File: src/rtl/lerect_pkg.sv
// Shared types and constants for the largest empty rectangle finder.
`default_nettype none

package lerect_pkg;

  // Fixed field widths of the channels.
  localparam int CELL_W      = 8;
  localparam int AREA_W      = 13;
  localparam int DIM_W       = 7;
  localparam int POS_W       = 6;
  localparam int CFG_INDEX_W = 2;
  localparam int CFG_DATA_W  = 7;

  // Configuration register indexes.
  localparam logic [CFG_INDEX_W-1:0] REG_GRID_WIDTH  = 2'd0;
  localparam logic [CFG_INDEX_W-1:0] REG_GRID_HEIGHT = 2'd1;

  // Reset value of both grid size registers.
  localparam logic [CFG_DATA_W-1:0] GRID_SIZE_RESET = 7'd64;

  typedef enum logic [1:0] {
    ST_IDLE,
    ST_POP,
    ST_FLUSH,
    ST_EMIT
  } state_t;

endpackage

`default_nettype wire

File: src/rtl/largest_empty_rectangle.sv
// Top level of the largest empty rectangle finder over an occupancy grid.
//
// Usage: the cells of a grid arrive on the cell channel (cell_valid,
// cell_stall, cell_value) in row-major order, one cell per transfer; zero
// means free. After the last cell of a grid one result transfer leaves on
// the result channel (result_valid, result_stall, best_*) with the area,
// size and top-left corner of the largest free rectangle, all zero when no
// cell is free. The first rectangle of the largest area in scan order wins.
// Grid size is set through the cfg channel (cfg_valid, cfg_ready, cfg_index,
// cfg_data); a size write restarts the current grid. cfg_ready is always high.
//
// Sequence: ST_IDLE takes a cell, then ST_POP pops every stack entry
// taller than its column and pushes the column. ST_FLUSH pops all entries
// left at the end of a row, and ST_EMIT loads the result register at the
// end of a grid. The sweep makes one push or one pop per cycle.
// Column heights live in a memory that is read ahead for the next column.
//
// Reset brings the grid size to 64 by 64 and starts a fresh grid; no
// clearing pass is needed because row zero ignores the height memory.
// The result sits in an output register, so cells keep flowing while a
// result is stalled; only a second result waits until the first is taken.
`default_nettype none

module largest_empty_rectangle #(
  parameter int MAX_WIDTH  = 64,
  parameter int MAX_HEIGHT = 64
) (
  input  logic                                clk,
  input  logic                                rst,
  input  logic                                cell_valid,
  output logic                                cell_stall,
  input  logic [lerect_pkg::CELL_W-1:0]       cell_value,
  output logic                                result_valid,
  input  logic                                result_stall,
  output logic [lerect_pkg::AREA_W-1:0]       best_area,
  output logic [lerect_pkg::DIM_W-1:0]        best_width,
  output logic [lerect_pkg::DIM_W-1:0]        best_height,
  output logic [lerect_pkg::POS_W-1:0]        best_x,
  output logic [lerect_pkg::POS_W-1:0]        best_y,
  input  logic                                cfg_valid,
  output logic                                cfg_ready,
  input  logic [lerect_pkg::CFG_INDEX_W-1:0]  cfg_index,
  input  logic [lerect_pkg::CFG_DATA_W-1:0]   cfg_data
);

  import lerect_pkg::*;

  // Column index, column count, height, row index, stack depth widths.
  localparam int CW = $clog2(MAX_WIDTH);
  localparam int WW = $clog2(MAX_WIDTH + 1);
  localparam int HW = $clog2(MAX_HEIGHT + 1);
  localparam int RW = $clog2(MAX_HEIGHT);
  localparam int DW = $clog2(MAX_WIDTH + 1);
  localparam int YW = HW + 1;
  localparam int SW = CW + HW;
  localparam int AW = WW + HW;

  state_t state, state_next;

  logic [CFG_DATA_W-1:0] grid_width, grid_width_next;
  logic [CFG_DATA_W-1:0] grid_height, grid_height_next;
  logic [CW-1:0]         column_index, column_index_next;
  logic [RW-1:0]         row_index, row_index_next;
  logic [DW-1:0]         stack_depth, stack_depth_next;
  logic                  pend, pend_next;
  logic                  h_ok;
  logic [CW-1:0]         top_start, top_start_next;
  logic [HW-1:0]         top_height, top_height_next;
  logic [CW-1:0]         start_acc, start_acc_next;
  logic [HW-1:0]         h_cur, h_cur_next;
  logic [AW-1:0]         best_area_reg, best_area_reg_next;
  logic [WW-1:0]         best_width_reg, best_width_reg_next;
  logic [HW-1:0]         best_height_reg, best_height_reg_next;
  logic [CW-1:0]         best_x_reg, best_x_reg_next;
  logic [RW-1:0]         best_y_reg, best_y_reg_next;
  logic                  result_valid_next;
  logic                  load_result;

  logic [WW-1:0]         eff_w;
  logic [HW-1:0]         eff_h;

  // Memory ports.
  logic                  col_we;
  logic [HW-1:0]         col_wdata;
  logic [HW-1:0]         col_rdata;
  logic                  stk_we;
  logic [CW-1:0]         stk_waddr;
  logic [SW-1:0]         stk_wdata;
  logic [CW-1:0]         stk_raddr;
  logic [SW-1:0]         stk_rdata;

  // Sweep datapath.
  logic                  accept;
  logic                  cfg_we;
  logic                  slot_free;
  logic [CW-1:0]         top_s_eff;
  logic [HW-1:0]         top_h_eff;
  logic [WW-1:0]         sweep_col;
  logic [HW-1:0]         sweep_h;
  logic                  pop_go;
  logic [WW-1:0]         span_w;
  logic [AW-1:0]         cand_area;
  logic [YW-1:0]         cand_y;
  logic [HW-1:0]         base_h;
  logic [HW-1:0]         new_h;
  logic [DW-1:0]         depth_m2;

  assign cfg_ready  = 1'b1;
  assign cfg_we     = cfg_valid && cfg_ready;
  assign cell_stall = !((state == ST_IDLE) && h_ok);
  assign accept     = cell_valid && !cell_stall;
  assign slot_free  = !result_valid || !result_stall;

  // Size registers are clamped to the range the storage supports.
  always_comb begin
    if (grid_width == '0) begin
      eff_w = WW'(1);
    end else if (int'(grid_width) > MAX_WIDTH) begin
      eff_w = WW'(MAX_WIDTH);
    end else begin
      eff_w = WW'(grid_width);
    end
    if (grid_height == '0) begin
      eff_h = HW'(1);
    end else if (int'(grid_height) > MAX_HEIGHT) begin
      eff_h = HW'(MAX_HEIGHT);
    end else begin
      eff_h = HW'(grid_height);
    end
  end

  // The column height memory holds the run of free cells ending at the
  // previous row. Row zero of a grid ignores it, which stands in for a clear.
  lerect_ram #(
    .WIDTH (HW),
    .DEPTH (MAX_WIDTH)
  ) u_col_mem (
    .clk     (clk),
    .wr_en   (col_we),
    .wr_addr (column_index),
    .wr_data (col_wdata),
    .rd_addr (column_index_next),
    .rd_data (col_rdata)
  );

  // The stack memory holds every entry; the entry last pushed is also cached
  // in top_start and top_height. After a pop the new top arrives from the
  // registered memory read in the next cycle and pend selects it.
  lerect_ram #(
    .WIDTH (SW),
    .DEPTH (MAX_WIDTH)
  ) u_stack_mem (
    .clk     (clk),
    .wr_en   (stk_we),
    .wr_addr (stk_waddr),
    .wr_data (stk_wdata),
    .rd_addr (stk_raddr),
    .rd_data (stk_rdata)
  );

  assign top_s_eff = pend ? stk_rdata[SW-1:HW] : top_start;
  assign top_h_eff = pend ? stk_rdata[HW-1:0] : top_height;

  // The end-of-row flush sweeps a zero-height column just past the grid.
  assign sweep_col = (state == ST_FLUSH) ? eff_w : WW'(column_index);
  assign sweep_h   = (state == ST_FLUSH) ? '0 : h_cur;
  assign pop_go    = (stack_depth != '0) && (top_h_eff > sweep_h);

  assign span_w    = sweep_col - WW'(top_s_eff);
  assign cand_area = AW'(span_w) * AW'(top_h_eff);
  assign cand_y    = YW'(row_index) + YW'(1) - YW'(top_h_eff);
  assign depth_m2  = stack_depth - DW'(2);

  // New height of the current column: one more than above if free, with
  // saturation at the largest height, or zero if occupied.
  assign base_h = (row_index == '0) ? '0 : col_rdata;
  always_comb begin
    if (cell_value == '0) begin
      if (base_h < HW'(MAX_HEIGHT)) begin
        new_h = base_h + HW'(1);
      end else begin
        new_h = base_h;
      end
    end else begin
      new_h = '0;
    end
  end

  always_comb begin
    state_next           = state;
    grid_width_next      = grid_width;
    grid_height_next     = grid_height;
    column_index_next    = column_index;
    row_index_next       = row_index;
    stack_depth_next     = stack_depth;
    pend_next            = pend;
    top_start_next       = top_start;
    top_height_next      = top_height;
    start_acc_next       = start_acc;
    h_cur_next           = h_cur;
    best_area_reg_next   = best_area_reg;
    best_width_reg_next  = best_width_reg;
    best_height_reg_next = best_height_reg;
    best_x_reg_next      = best_x_reg;
    best_y_reg_next      = best_y_reg;
    load_result          = 1'b0;
    col_we               = 1'b0;
    col_wdata            = new_h;
    stk_we               = 1'b0;
    stk_waddr            = stack_depth[CW-1:0];
    stk_wdata            = {start_acc, h_cur};
    stk_raddr            = depth_m2[CW-1:0];

    result_valid_next = result_valid && result_stall;

    case (state)
      ST_IDLE: begin
        if (accept) begin
          col_we         = 1'b1;
          h_cur_next     = new_h;
          start_acc_next = column_index;
          if (column_index == '0) begin
            stack_depth_next = '0;
            pend_next        = 1'b0;
          end
          state_next = ST_POP;
        end
      end

      ST_POP, ST_FLUSH: begin
        if (pop_go) begin
          // Pop one entry and weigh the rectangle it closes.
          if (cand_area > best_area_reg) begin
            best_area_reg_next   = cand_area;
            best_width_reg_next  = span_w;
            best_height_reg_next = top_h_eff;
            best_x_reg_next      = top_s_eff;
            best_y_reg_next      = cand_y[RW-1:0];
          end
          stack_depth_next = stack_depth - DW'(1);
          pend_next        = (stack_depth != DW'(1));
          start_acc_next   = top_s_eff;
        end else if (state == ST_POP) begin
          // Push the current column with the leftmost start it reaches.
          stk_we           = 1'b1;
          top_start_next   = start_acc;
          top_height_next  = h_cur;
          stack_depth_next = stack_depth + DW'(1);
          pend_next        = 1'b0;
          if (WW'(column_index) + WW'(1) < eff_w) begin
            column_index_next = column_index + CW'(1);
            state_next        = ST_IDLE;
          end else begin
            state_next = ST_FLUSH;
          end
        end else begin
          // Row finished: the stack is empty again.
          stack_depth_next  = '0;
          pend_next         = 1'b0;
          column_index_next = '0;
          if (HW'(row_index) + HW'(1) < eff_h) begin
            row_index_next = row_index + RW'(1);
            state_next     = ST_IDLE;
          end else begin
            state_next = ST_EMIT;
          end
        end
      end

      ST_EMIT: begin
        if (slot_free) begin
          load_result          = 1'b1;
          result_valid_next    = 1'b1;
          best_area_reg_next   = '0;
          best_width_reg_next  = '0;
          best_height_reg_next = '0;
          best_x_reg_next      = '0;
          best_y_reg_next      = '0;
          row_index_next       = '0;
          state_next           = ST_IDLE;
        end
      end

      default: begin
        state_next = ST_IDLE;
      end
    endcase

    // A size write abandons the grid in progress.
    if (cfg_we && ((cfg_index == REG_GRID_WIDTH) || (cfg_index == REG_GRID_HEIGHT))) begin
      if (cfg_index == REG_GRID_WIDTH) begin
        grid_width_next = cfg_data;
      end else begin
        grid_height_next = cfg_data;
      end
      state_next           = ST_IDLE;
      column_index_next    = '0;
      row_index_next       = '0;
      stack_depth_next     = '0;
      pend_next            = 1'b0;
      best_area_reg_next   = '0;
      best_width_reg_next  = '0;
      best_height_reg_next = '0;
      best_x_reg_next      = '0;
      best_y_reg_next      = '0;
      load_result          = 1'b0;
      result_valid_next    = result_valid && result_stall;
    end
  end

  always_ff @(posedge clk) begin
    if (rst) begin
      state           <= ST_IDLE;
      grid_width      <= GRID_SIZE_RESET;
      grid_height     <= GRID_SIZE_RESET;
      column_index    <= '0;
      row_index       <= '0;
      stack_depth     <= '0;
      pend            <= 1'b0;
      h_ok            <= 1'b0;
      best_area_reg   <= '0;
      best_width_reg  <= '0;
      best_height_reg <= '0;
      best_x_reg      <= '0;
      best_y_reg      <= '0;
      result_valid    <= 1'b0;
    end else begin
      state           <= state_next;
      grid_width      <= grid_width_next;
      grid_height     <= grid_height_next;
      column_index    <= column_index_next;
      row_index       <= row_index_next;
      stack_depth     <= stack_depth_next;
      pend            <= pend_next;
      // The height read issued this cycle is good once the block idles.
      h_ok            <= (state_next == ST_IDLE);
      best_area_reg   <= best_area_reg_next;
      best_width_reg  <= best_width_reg_next;
      best_height_reg <= best_height_reg_next;
      best_x_reg      <= best_x_reg_next;
      best_y_reg      <= best_y_reg_next;
      result_valid    <= result_valid_next;
    end
  end

  always_ff @(posedge clk) begin
    top_start  <= top_start_next;
    top_height <= top_height_next;
    start_acc  <= start_acc_next;
    h_cur      <= h_cur_next;
    if (load_result) begin
      best_area   <= AREA_W'(best_area_reg);
      best_width  <= DIM_W'(best_width_reg);
      best_height <= DIM_W'(best_height_reg);
      best_x      <= POS_W'(best_x_reg);
      best_y      <= POS_W'(best_y_reg);
    end
  end

  // The stack never holds more entries than MAX_WIDTH.
  a_depth_bound: assert property (@(posedge clk) disable iff (rst)
    stack_depth <= DW'(MAX_WIDTH))
    else $error("stack depth beyond row width");

  // A cell transfer with no cfg write beside it starts a stack sweep.
  a_accept_pops: assert property (@(posedge clk) disable iff (rst)
    accept && !cfg_we |=> state == ST_POP)
    else $error("accepted cell did not start a sweep");

  // While waiting for a cell, the column position lies inside the grid.
  a_column_in_grid: assert property (@(posedge clk) disable iff (rst)
    state == ST_IDLE |-> WW'(column_index) < eff_w)
    else $error("column index outside grid");

  // The result waits with an empty stack, and appears only from that wait.
  a_emit_empty: assert property (@(posedge clk) disable iff (rst)
    state == ST_EMIT |-> stack_depth == '0)
    else $error("stack not flushed at end of grid");

  a_result_source: assert property (@(posedge clk) disable iff (rst)
    $rose(result_valid) |-> $past(state) == ST_EMIT)
    else $error("result raised outside end of grid");

endmodule

`default_nettype wire

File: src/rtl/lerect_ram.sv
// Simple dual-port synchronous RAM with a registered read port.
`default_nettype none

module lerect_ram #(
  parameter int WIDTH = 8,
  parameter int DEPTH = 64,
  localparam int AW = $clog2(DEPTH)
) (
  input  logic             clk,
  input  logic             wr_en,
  input  logic [AW-1:0]    wr_addr,
  input  logic [WIDTH-1:0] wr_data,
  input  logic [AW-1:0]    rd_addr,
  output logic [WIDTH-1:0] rd_data
);

  logic [WIDTH-1:0] mem [DEPTH];

  always_ff @(posedge clk) begin
    if (wr_en) begin
      mem[wr_addr] <= wr_data;
    end
  end

  always_ff @(posedge clk) begin
    rd_data <= mem[rd_addr];
  end

endmodule

`default_nettype wire
File: config.mk
export PLATFORM = sky130hd
export DESIGN_NAME = largest_empty_rectangle
export DESIGN_NICKNAME = d
export VERILOG_FILES = /design/src/rtl/lerect_pkg.sv /design/src/rtl/largest_empty_rectangle.sv /design/src/rtl/lerect_ram.sv
export SDC_FILE = /design/constraint.sdc
export NUM_CORES = 2
export LEC_CHECK = 0
export ABC_AREA = 1
export CAP_MARGIN = 0
export CORE_AREA = 5 5 317 319
export CTS_CLUSTER_DIAMETER = 50
export DETAILED_ROUTE_END_ITERATION = 16
export DIE_AREA = 0 0 322 324
export DONT_BUFFER_PORTS = 1
export GPL_ROUTABILITY_DRIVEN = 0
export PLACE_DENSITY_LB_ADDON = 0.05
export SLEW_MARGIN = 10
export SYNTH_ARGS = -nofsm -noshare
export SYNTH_HDL_FRONTEND = slang
export SYNTH_SLANG_ARGS = --single-unit
File: constraint.sdc
create_clock -name clk -period 8.7 [get_ports clk]
set_input_delay 0.435 -clock clk [delete_from_list [all_inputs] [get_ports clk]]
set_output_delay 0.435 -clock clk [all_outputs]
set_load 0.1 [all_outputs]
### Yosys cells after proc, flatten, opt, wreduce, memory -nomap -nowiden

Memory sizes are Yosys's and may differ from the RTL's. A register that Yosys moved wholly into a read port is not among the register bits.
Index checks and enable logic that the tools add are counted.

| storage, ports and cells | value |
|---|---|
| bits in registers | 143 |
| word-level logic and storage cells | 163 |
| bits in writable memories | 1,280 |
| memories | 2 |

Memories:

| memory | depth | bits a word | rd ports | clocked after memory_dff | wr ports | RTL line | RTL |
|---|---|---|---|---|---|---|---|
| u_stack_mem.mem | 64 | 13 | 1 | 1 | 1 | lerect_ram.sv:17 | `logic [WIDTH-1:0] mem [DEPTH];` |
| u_col_mem.mem | 64 | 7 | 1 | 1 | 1 | lerect_ram.sv:17 |  |

| operators by class | value |
|---|---|
| multiplexer cells | 73 |
| reduce and logical (&&, ||, !) cells | 31 |
| equality and inequality tests | 13 |
| $mul | 1 |
| $add $sub $neg | 11 |
| $lt $le $gt $ge | 7 |
| bitwise operators | 2 |

Operators with widths:

| operator | count |
|---|---|
| 7-bit 2-to-1 mux | 19 |
| 6-bit 2-to-1 mux | 16 |
| 6-bit case mux with 2 select lines | 4 |
| 14-bit 2-to-1 mux | 3 |
| 7-bit case mux with 2 select lines | 3 |
| 14-bit case mux with 2 select lines | 1 |
| 6-bit by 1-bit adder with 6-bit output (second input constant) | 3 |
| 1-bit 2-to-1 mux | 18 |
| 6-bit by 1-bit adder with 7-bit output (second input constant) | 2 |
| 7-bit by 1-bit adder with 7-bit output (second input constant) | 2 |
| 14-bit > comparator | 1 |
| 7-bit > comparator (second input constant) | 2 |
| 7-bit zero test | 2 |
| 7-bit less-than comparator | 2 |
| 7-bit by 7-bit multiplier with 14-bit output | 1 |
| 2-bit 2-to-1 mux | 7 |
| 2-bit inequality test (second input constant) | 7 |
| 6-bit zero test | 2 |
| 3-bit AND reduction | 3 |
| 8-bit zero test | 1 |
| 7-bit > comparator | 1 |
| 7-bit less-than comparator (second input constant) | 1 |
| 7-bit by 1-bit inequality test with 1-bit output (second input constant) | 1 |
| 7-bit nonzero test | 1 |
| 19 further kinds | 35 |

### Depth between registers and ports, before layout

| logic depth | value |
|---|---|
| depth after elaboration | 10 |
| depth in mapped cells | 45 |
| mapped depth without buffers | 44 |

### Hierarchy

A second synthesis with hierarchy kept.

| unflattened totals | value |
|---|---|
| cells, all modules | 5,568 |
| area total of the unflattened synthesis | 61,829.3 µm² |

By module, submodules not included:

| module | area an instance (µm²) | times used | seq. area each (µm²) | cells an instance |
|---|---|---|---|---|
| lerect_ram at u_stack_mem | 34,021.4 | 1 | 25,244.2 | 2,874 |
| lerect_ram at u_col_mem | 18,587.8 | 1 | 13,593.0 | 1,591 |
| largest_empty_rectangle | 9,220.1 | 1 | 3,513.4 | 1,103 |

### Worst setup path before layout

OpenSTA, ideal clock, no wires.

| path | value |
|---|---|
| kind | reg2reg |
| start point | register state[0] |
| end point | register best_y_reg[4] |
| cell stages (with the launch flop) | 42 |
| buffers on the path | 2 |
| slack | 1,092 ps |
| period minus slack after synthesis | 7,608 ps |
| arrival time | 7,492 ps |
| path through | dfxtp_1 > inv_1 > ha_1 > inv_1 > clkbuf_1 > nand2_1 > o21ai_0 > ha_1 > a21oi_1 > o21ai_0 > a21oi_1 > nor2_1 > nor2_1 > xor2_1 > nor2_1 > fa_1 > inv_1 > fa_1 > [... 6 more ...] > a21oi_1 > o211ai_1 > a21oi_1 > o21bai_1 > a21oi_1 > nor2_1 > nor2_1 > xor2_1 > ha_1 > nand2_1 > nor4_1 > a221o_1 > o41ai_1 > nand2_1 > nand2_1 > clkbuf_1 > inv_1 > o211a_1 |

| on the way | value |
|---|---|
| cells in the longest elaborated chain, start to end | 7 |
| elaborated cells on any way between the ends | 17 |

Ends and longest elaborated chain:

| what | RTL line | RTL |
|---|---|---|
| from (decl) | largest_empty_rectangle.sv:58 | `state_t state, state_next;` |
| from (signal assigned) | largest_empty_rectangle.sv:328 | `state <= state_next;` |
| 2-bit equality test | largest_empty_rectangle.sv:165, largest_empty_rectangle.sv:166, largest_empty_rectangle.sv:216 |  |
| 7-bit 2-to-1 mux | largest_empty_rectangle.sv:165 | `assign sweep_col = (state == ST_FLUSH) ? eff_w : WW'(column_index);` |
| 7-bit by 6-bit subtractor with 7-bit output | largest_empty_rectangle.sv:169 | `assign span_w = sweep_col - WW'(top_s_eff);` |
| 7-bit by 7-bit multiplier with 14-bit output | largest_empty_rectangle.sv:170 | `assign cand_area = AW'(span_w) * AW'(top_h_eff);` |
| 14-bit > comparator | largest_empty_rectangle.sv:233 | `if (cand_area > best_area_reg) begin` |
| 2-bit inequality test (no source line) | - |  |
| 4-bit AND reduction (no source line) | - |  |
| to (signal assigned) | largest_empty_rectangle.sv:341 | `best_y_reg <= best_y_reg_next;` |
| to (decl) | largest_empty_rectangle.sv:75 | `logic [RW-1:0] best_y_reg, best_y_reg_next;` |

Several ways; a longest one is shown, not always the timed one.
A chain may end at the register's enable or synchronous reset.

### Worst setup path in the final report

Ends and elaborated chain as after synthesis.

==> flow_summary_export.csv <==
group,metric,value,unit
status,outcome,"finished clean",
sta,slew_violations,0,
sta,fin_setup_tns,0,ns
clock_network,cts_tree,"built",
clock_network,htree_levels,4,
power_and_ir_drop,power_frac_seq,41.4,%
synth,yosysWarnings,0,
global_route,grtUsageTotal,30.0,%
power_and_ir_drop,p_clk_share,32.1,%
power_and_ir_drop,intPower,0.0133,W
drt,drt-pass1-iter-count,6,
synth,ys_types,55,
power_and_ir_drop,ir_drop,0.317,mV
placed_design,place_hpwl,90500,um
cells_and_area,multi_input_area,16600,um^2
global_route,grt_max_degree,210,
die,ioPinCount,64,
synth,synth_top_area_share,65.3,%
setup_path,worst-endpoint-arrival,8.70,ns
die,start_util,63.4,%
sta,skew,0.0241,ns
die,die_h,324,um
clock_network,cts.sinks,1443,
sta,min_period_over_period,92.6,%
sta,relSlewSlack,25.8,%
synth,synth_commonest_cells,"edfxtp_1 (1345), nor2_1 (829), o21ai_0 (567)",
power_and_ir_drop,netSwitchingPower,0.00635,W
setup_path,cp_slowest_stage_delay,0.54,ns
setup_path,slowest_stage,"fa_1",
clock_network,ctsRootBufferMaster,"clkbuf_16",
global_route,grt_antenna_before_repair,3,
setup_path,crit_fanout,40,
sta,rsz0062_at_grt,"false",
drt,drc,0,
sta,whs,0.173,ns
sta,worst_pin_slew,1.11,ns
die,core,97600,um^2
clock_network,clockBufferDepth,3,
die,rows,115,
cells_and_area,fin_area,68300,um^2
power_and_ir_drop,powerDensity,288,nW/um^2
drt,first_iter_violations,4960,
synth,synth_edf_count,1345,
cells_and_area,area_growth,10.4,%
cells_and_area,largest_reg_flops,832,
setup_path,path_class,"reg2reg",
synth,synth_area_leaders,"edfxtp_1 (65%), nor2_1 (5.0%), o21ai_0 (4.6%), nand3_1 (4.0%), dfxtp_1 (3.2%)",
global_route,grt_pass1_wl,239000,um
sta,report.final.hold_viol_count,0,
sta,setup_viol,0,
power_and_ir_drop,power,0.0197,W
global_route,overflow,0,
synth,synth_top_area_cell,"edfxtp_1",
cells_and_area,nNetsFinal,5468,
sta,max_freq,124,MHz
die,die-area,104000,um^2
sta,fin_crit,8.06,ns
placed_design,placed_area,63200,um^2
clock_network,cts_inserted_buffers,154,
drt,routedWlPerCell,23.5,um
setup_path,worst_ep_required_time,9.34,ns
synth,yosys.cell_count.top_type,"edfxtp_1",
drt,vias_per_cell,6.16,
setup_path,endpoint_kind,"flip-flop",
synth,postSynthNetCount,5485,
job,drv_cap,0,
synth,syn_area,61900,um^2
clock_network,clk_latency,0.76,ns
power_and_ir_drop,comb_power_share,26.5,%
power_and_ir_drop,leakage,25.0,nW
synth,yosysSeqAreaShare,68.4,%
placed_design,io_buffer_count,0,
synth,yosys_most_used_dff,"edfxtp_1",
cells_and_area,ff_latch_area,42400,um^2
synth,async_flop_share,0,%
drt,drtAntennaViolNets,0,
clock_network,clk_pin_slew,0.06,ns
global_route,grt_pass1_vias,39500,
setup_path,start_kind,"flip-flop",
worst_hold_path,hold_path_class,"in2reg",
synth,ys_ff_latch,1443,
setup_path,worst_path_most_repeated_cell,"inv_1",
drt,num_vias,41500,
synth,synth_cells,5336,
cells_and_area,layout-drive-gt1-share,7.46,%
synth,avgSynthCellArea,11.6,um^2
power_and_ir_drop,swShare,32.3,%
cells_and_area,fillCellCount,6980,
die,die_width,322,um
drt,routed_wirelength,158000,um
-- layout by cell type (no fill, tap or decap), drive strengths merged, types with 2 or more instances in the layout --
cell type    synthesis  final
o22ai              229    229
nor2               833    833
o221ai              23     23
nand3              501    501
edfxtp            1345   1345
ha                 101    101
a211oi               8      8
inv                434    444
buf                105    132
clkbuf             213    197
a21o                 2      2
fa                  26     26
o32ai                9      9
nand2              479    479
bufinv               0      8
dlygate4sd3          0     13
diode                0      2
o211ai              13     13
nor3                17     17
nand4               12     12
nor4                 5      5
dfxtp               98     98
o21bai               7      7
xnor2               10     10
clkinv               6     67
nand3b             141    141
xor2                23     23
o21ai              575    575
mux2i                4      4
a21oi               72     72
o311ai               6      6
a22oi               28     28
clkinvlp             0      5
-- cell families after synthesis --
kind of cell | after synthesis | share of synthesized area (%)
buffers and inverters | 758 | 5.03
other | 1 | 0.00606
AND/OR/NAND/NOR | 1992 | 14.2
adder cells (fa/ha/maj) | 127 | 2.88
XOR/XNOR | 33 | 0.467
multiplexers | 4 | 0.0647
flip-flops | 1443 | 68.4
AO/OA/AOI/OAI | 978 | 8.92
-- per-layer routing --
layer,vias to the layer above,routed length [um],GRT usage [%]
li1,18900,-,-
met1,20200,61800,40.7
met2,1990,76600,49.6
met3,353,13200,4.68
met4,0,6830,12.0
met5,-,0,0
-- critical path: cells and delay by family (launching register included) --
kind,cells,cell delay (ns)
XOR/XNOR,2,0.39
flip-flops,1,0.38
adder cells (fa/ha/maj),9,3.59
AND/OR/NAND/NOR,7,0.71
buffers and inverters,9,1.04
AO/OA/AOI/OAI,10,1.83
-- area by class of cell --
type | count | share of cell area [%]
Clock inverter | 84 | 0.980
Multi-Input combinational cell | 3135 | 24.3
Tap cell | 1287 | 2.36
Clock buffer | 197 | 6.18
Timing Repair Buffer | 145 | 1.71
Sequential cell | 1443 | 62.0
Inverter | 440 | 2.44
Antenna cell | 2 | 0.00733
-- through the flow --
step	util, %	instances	worst slack (ns)
after floorplan	-	5336	1.09
after global placement	64.8	6433	0.371
after detailed placement	64.8	6433	0.192
after CTS	69.9	6726	0.166
after global routing	70.0	6731	0.0203
final	70.0	6733	0.642
-- timing repair --
item                                    CTS  global route
endpoints found under the setup margin    0            40
endpoints found under the hold margin    23            12
hold buffers                             12             1
setup buffers                             0             3
resized for setup                         0             8
-- power groups by stage --
stage	logic [W]	clock network, W	registers (W)
2_1_floorplan	0.00370	0	0.00839
3_3_place_gp	0.00497	0	0.00828
3_5_place_dp	0.00511	0	0.00829
4_1_cts	0.00515	0.00639	0.00814
5_1_grt	0.00586	0.00670	0.00815
6_report	0.00520	0.00632	0.00814
-- path summary, 6_finish.rpt --
check / start / endpoint / slack, ns / depth (start not counted)
setup / recovery: state[0] / best_y_reg[4] / 0.64 / 37
hold / removal: cell_value[6] / u_col_mem.mem[26][6] / 0.17 / 3
setup reg to reg: state[0] / best_y_reg[4] / 0.64 / 37
hold reg to reg: best_y_reg[2] / best_y[2] / 0.43 / 0
Power figures use the tool's default switching activity.
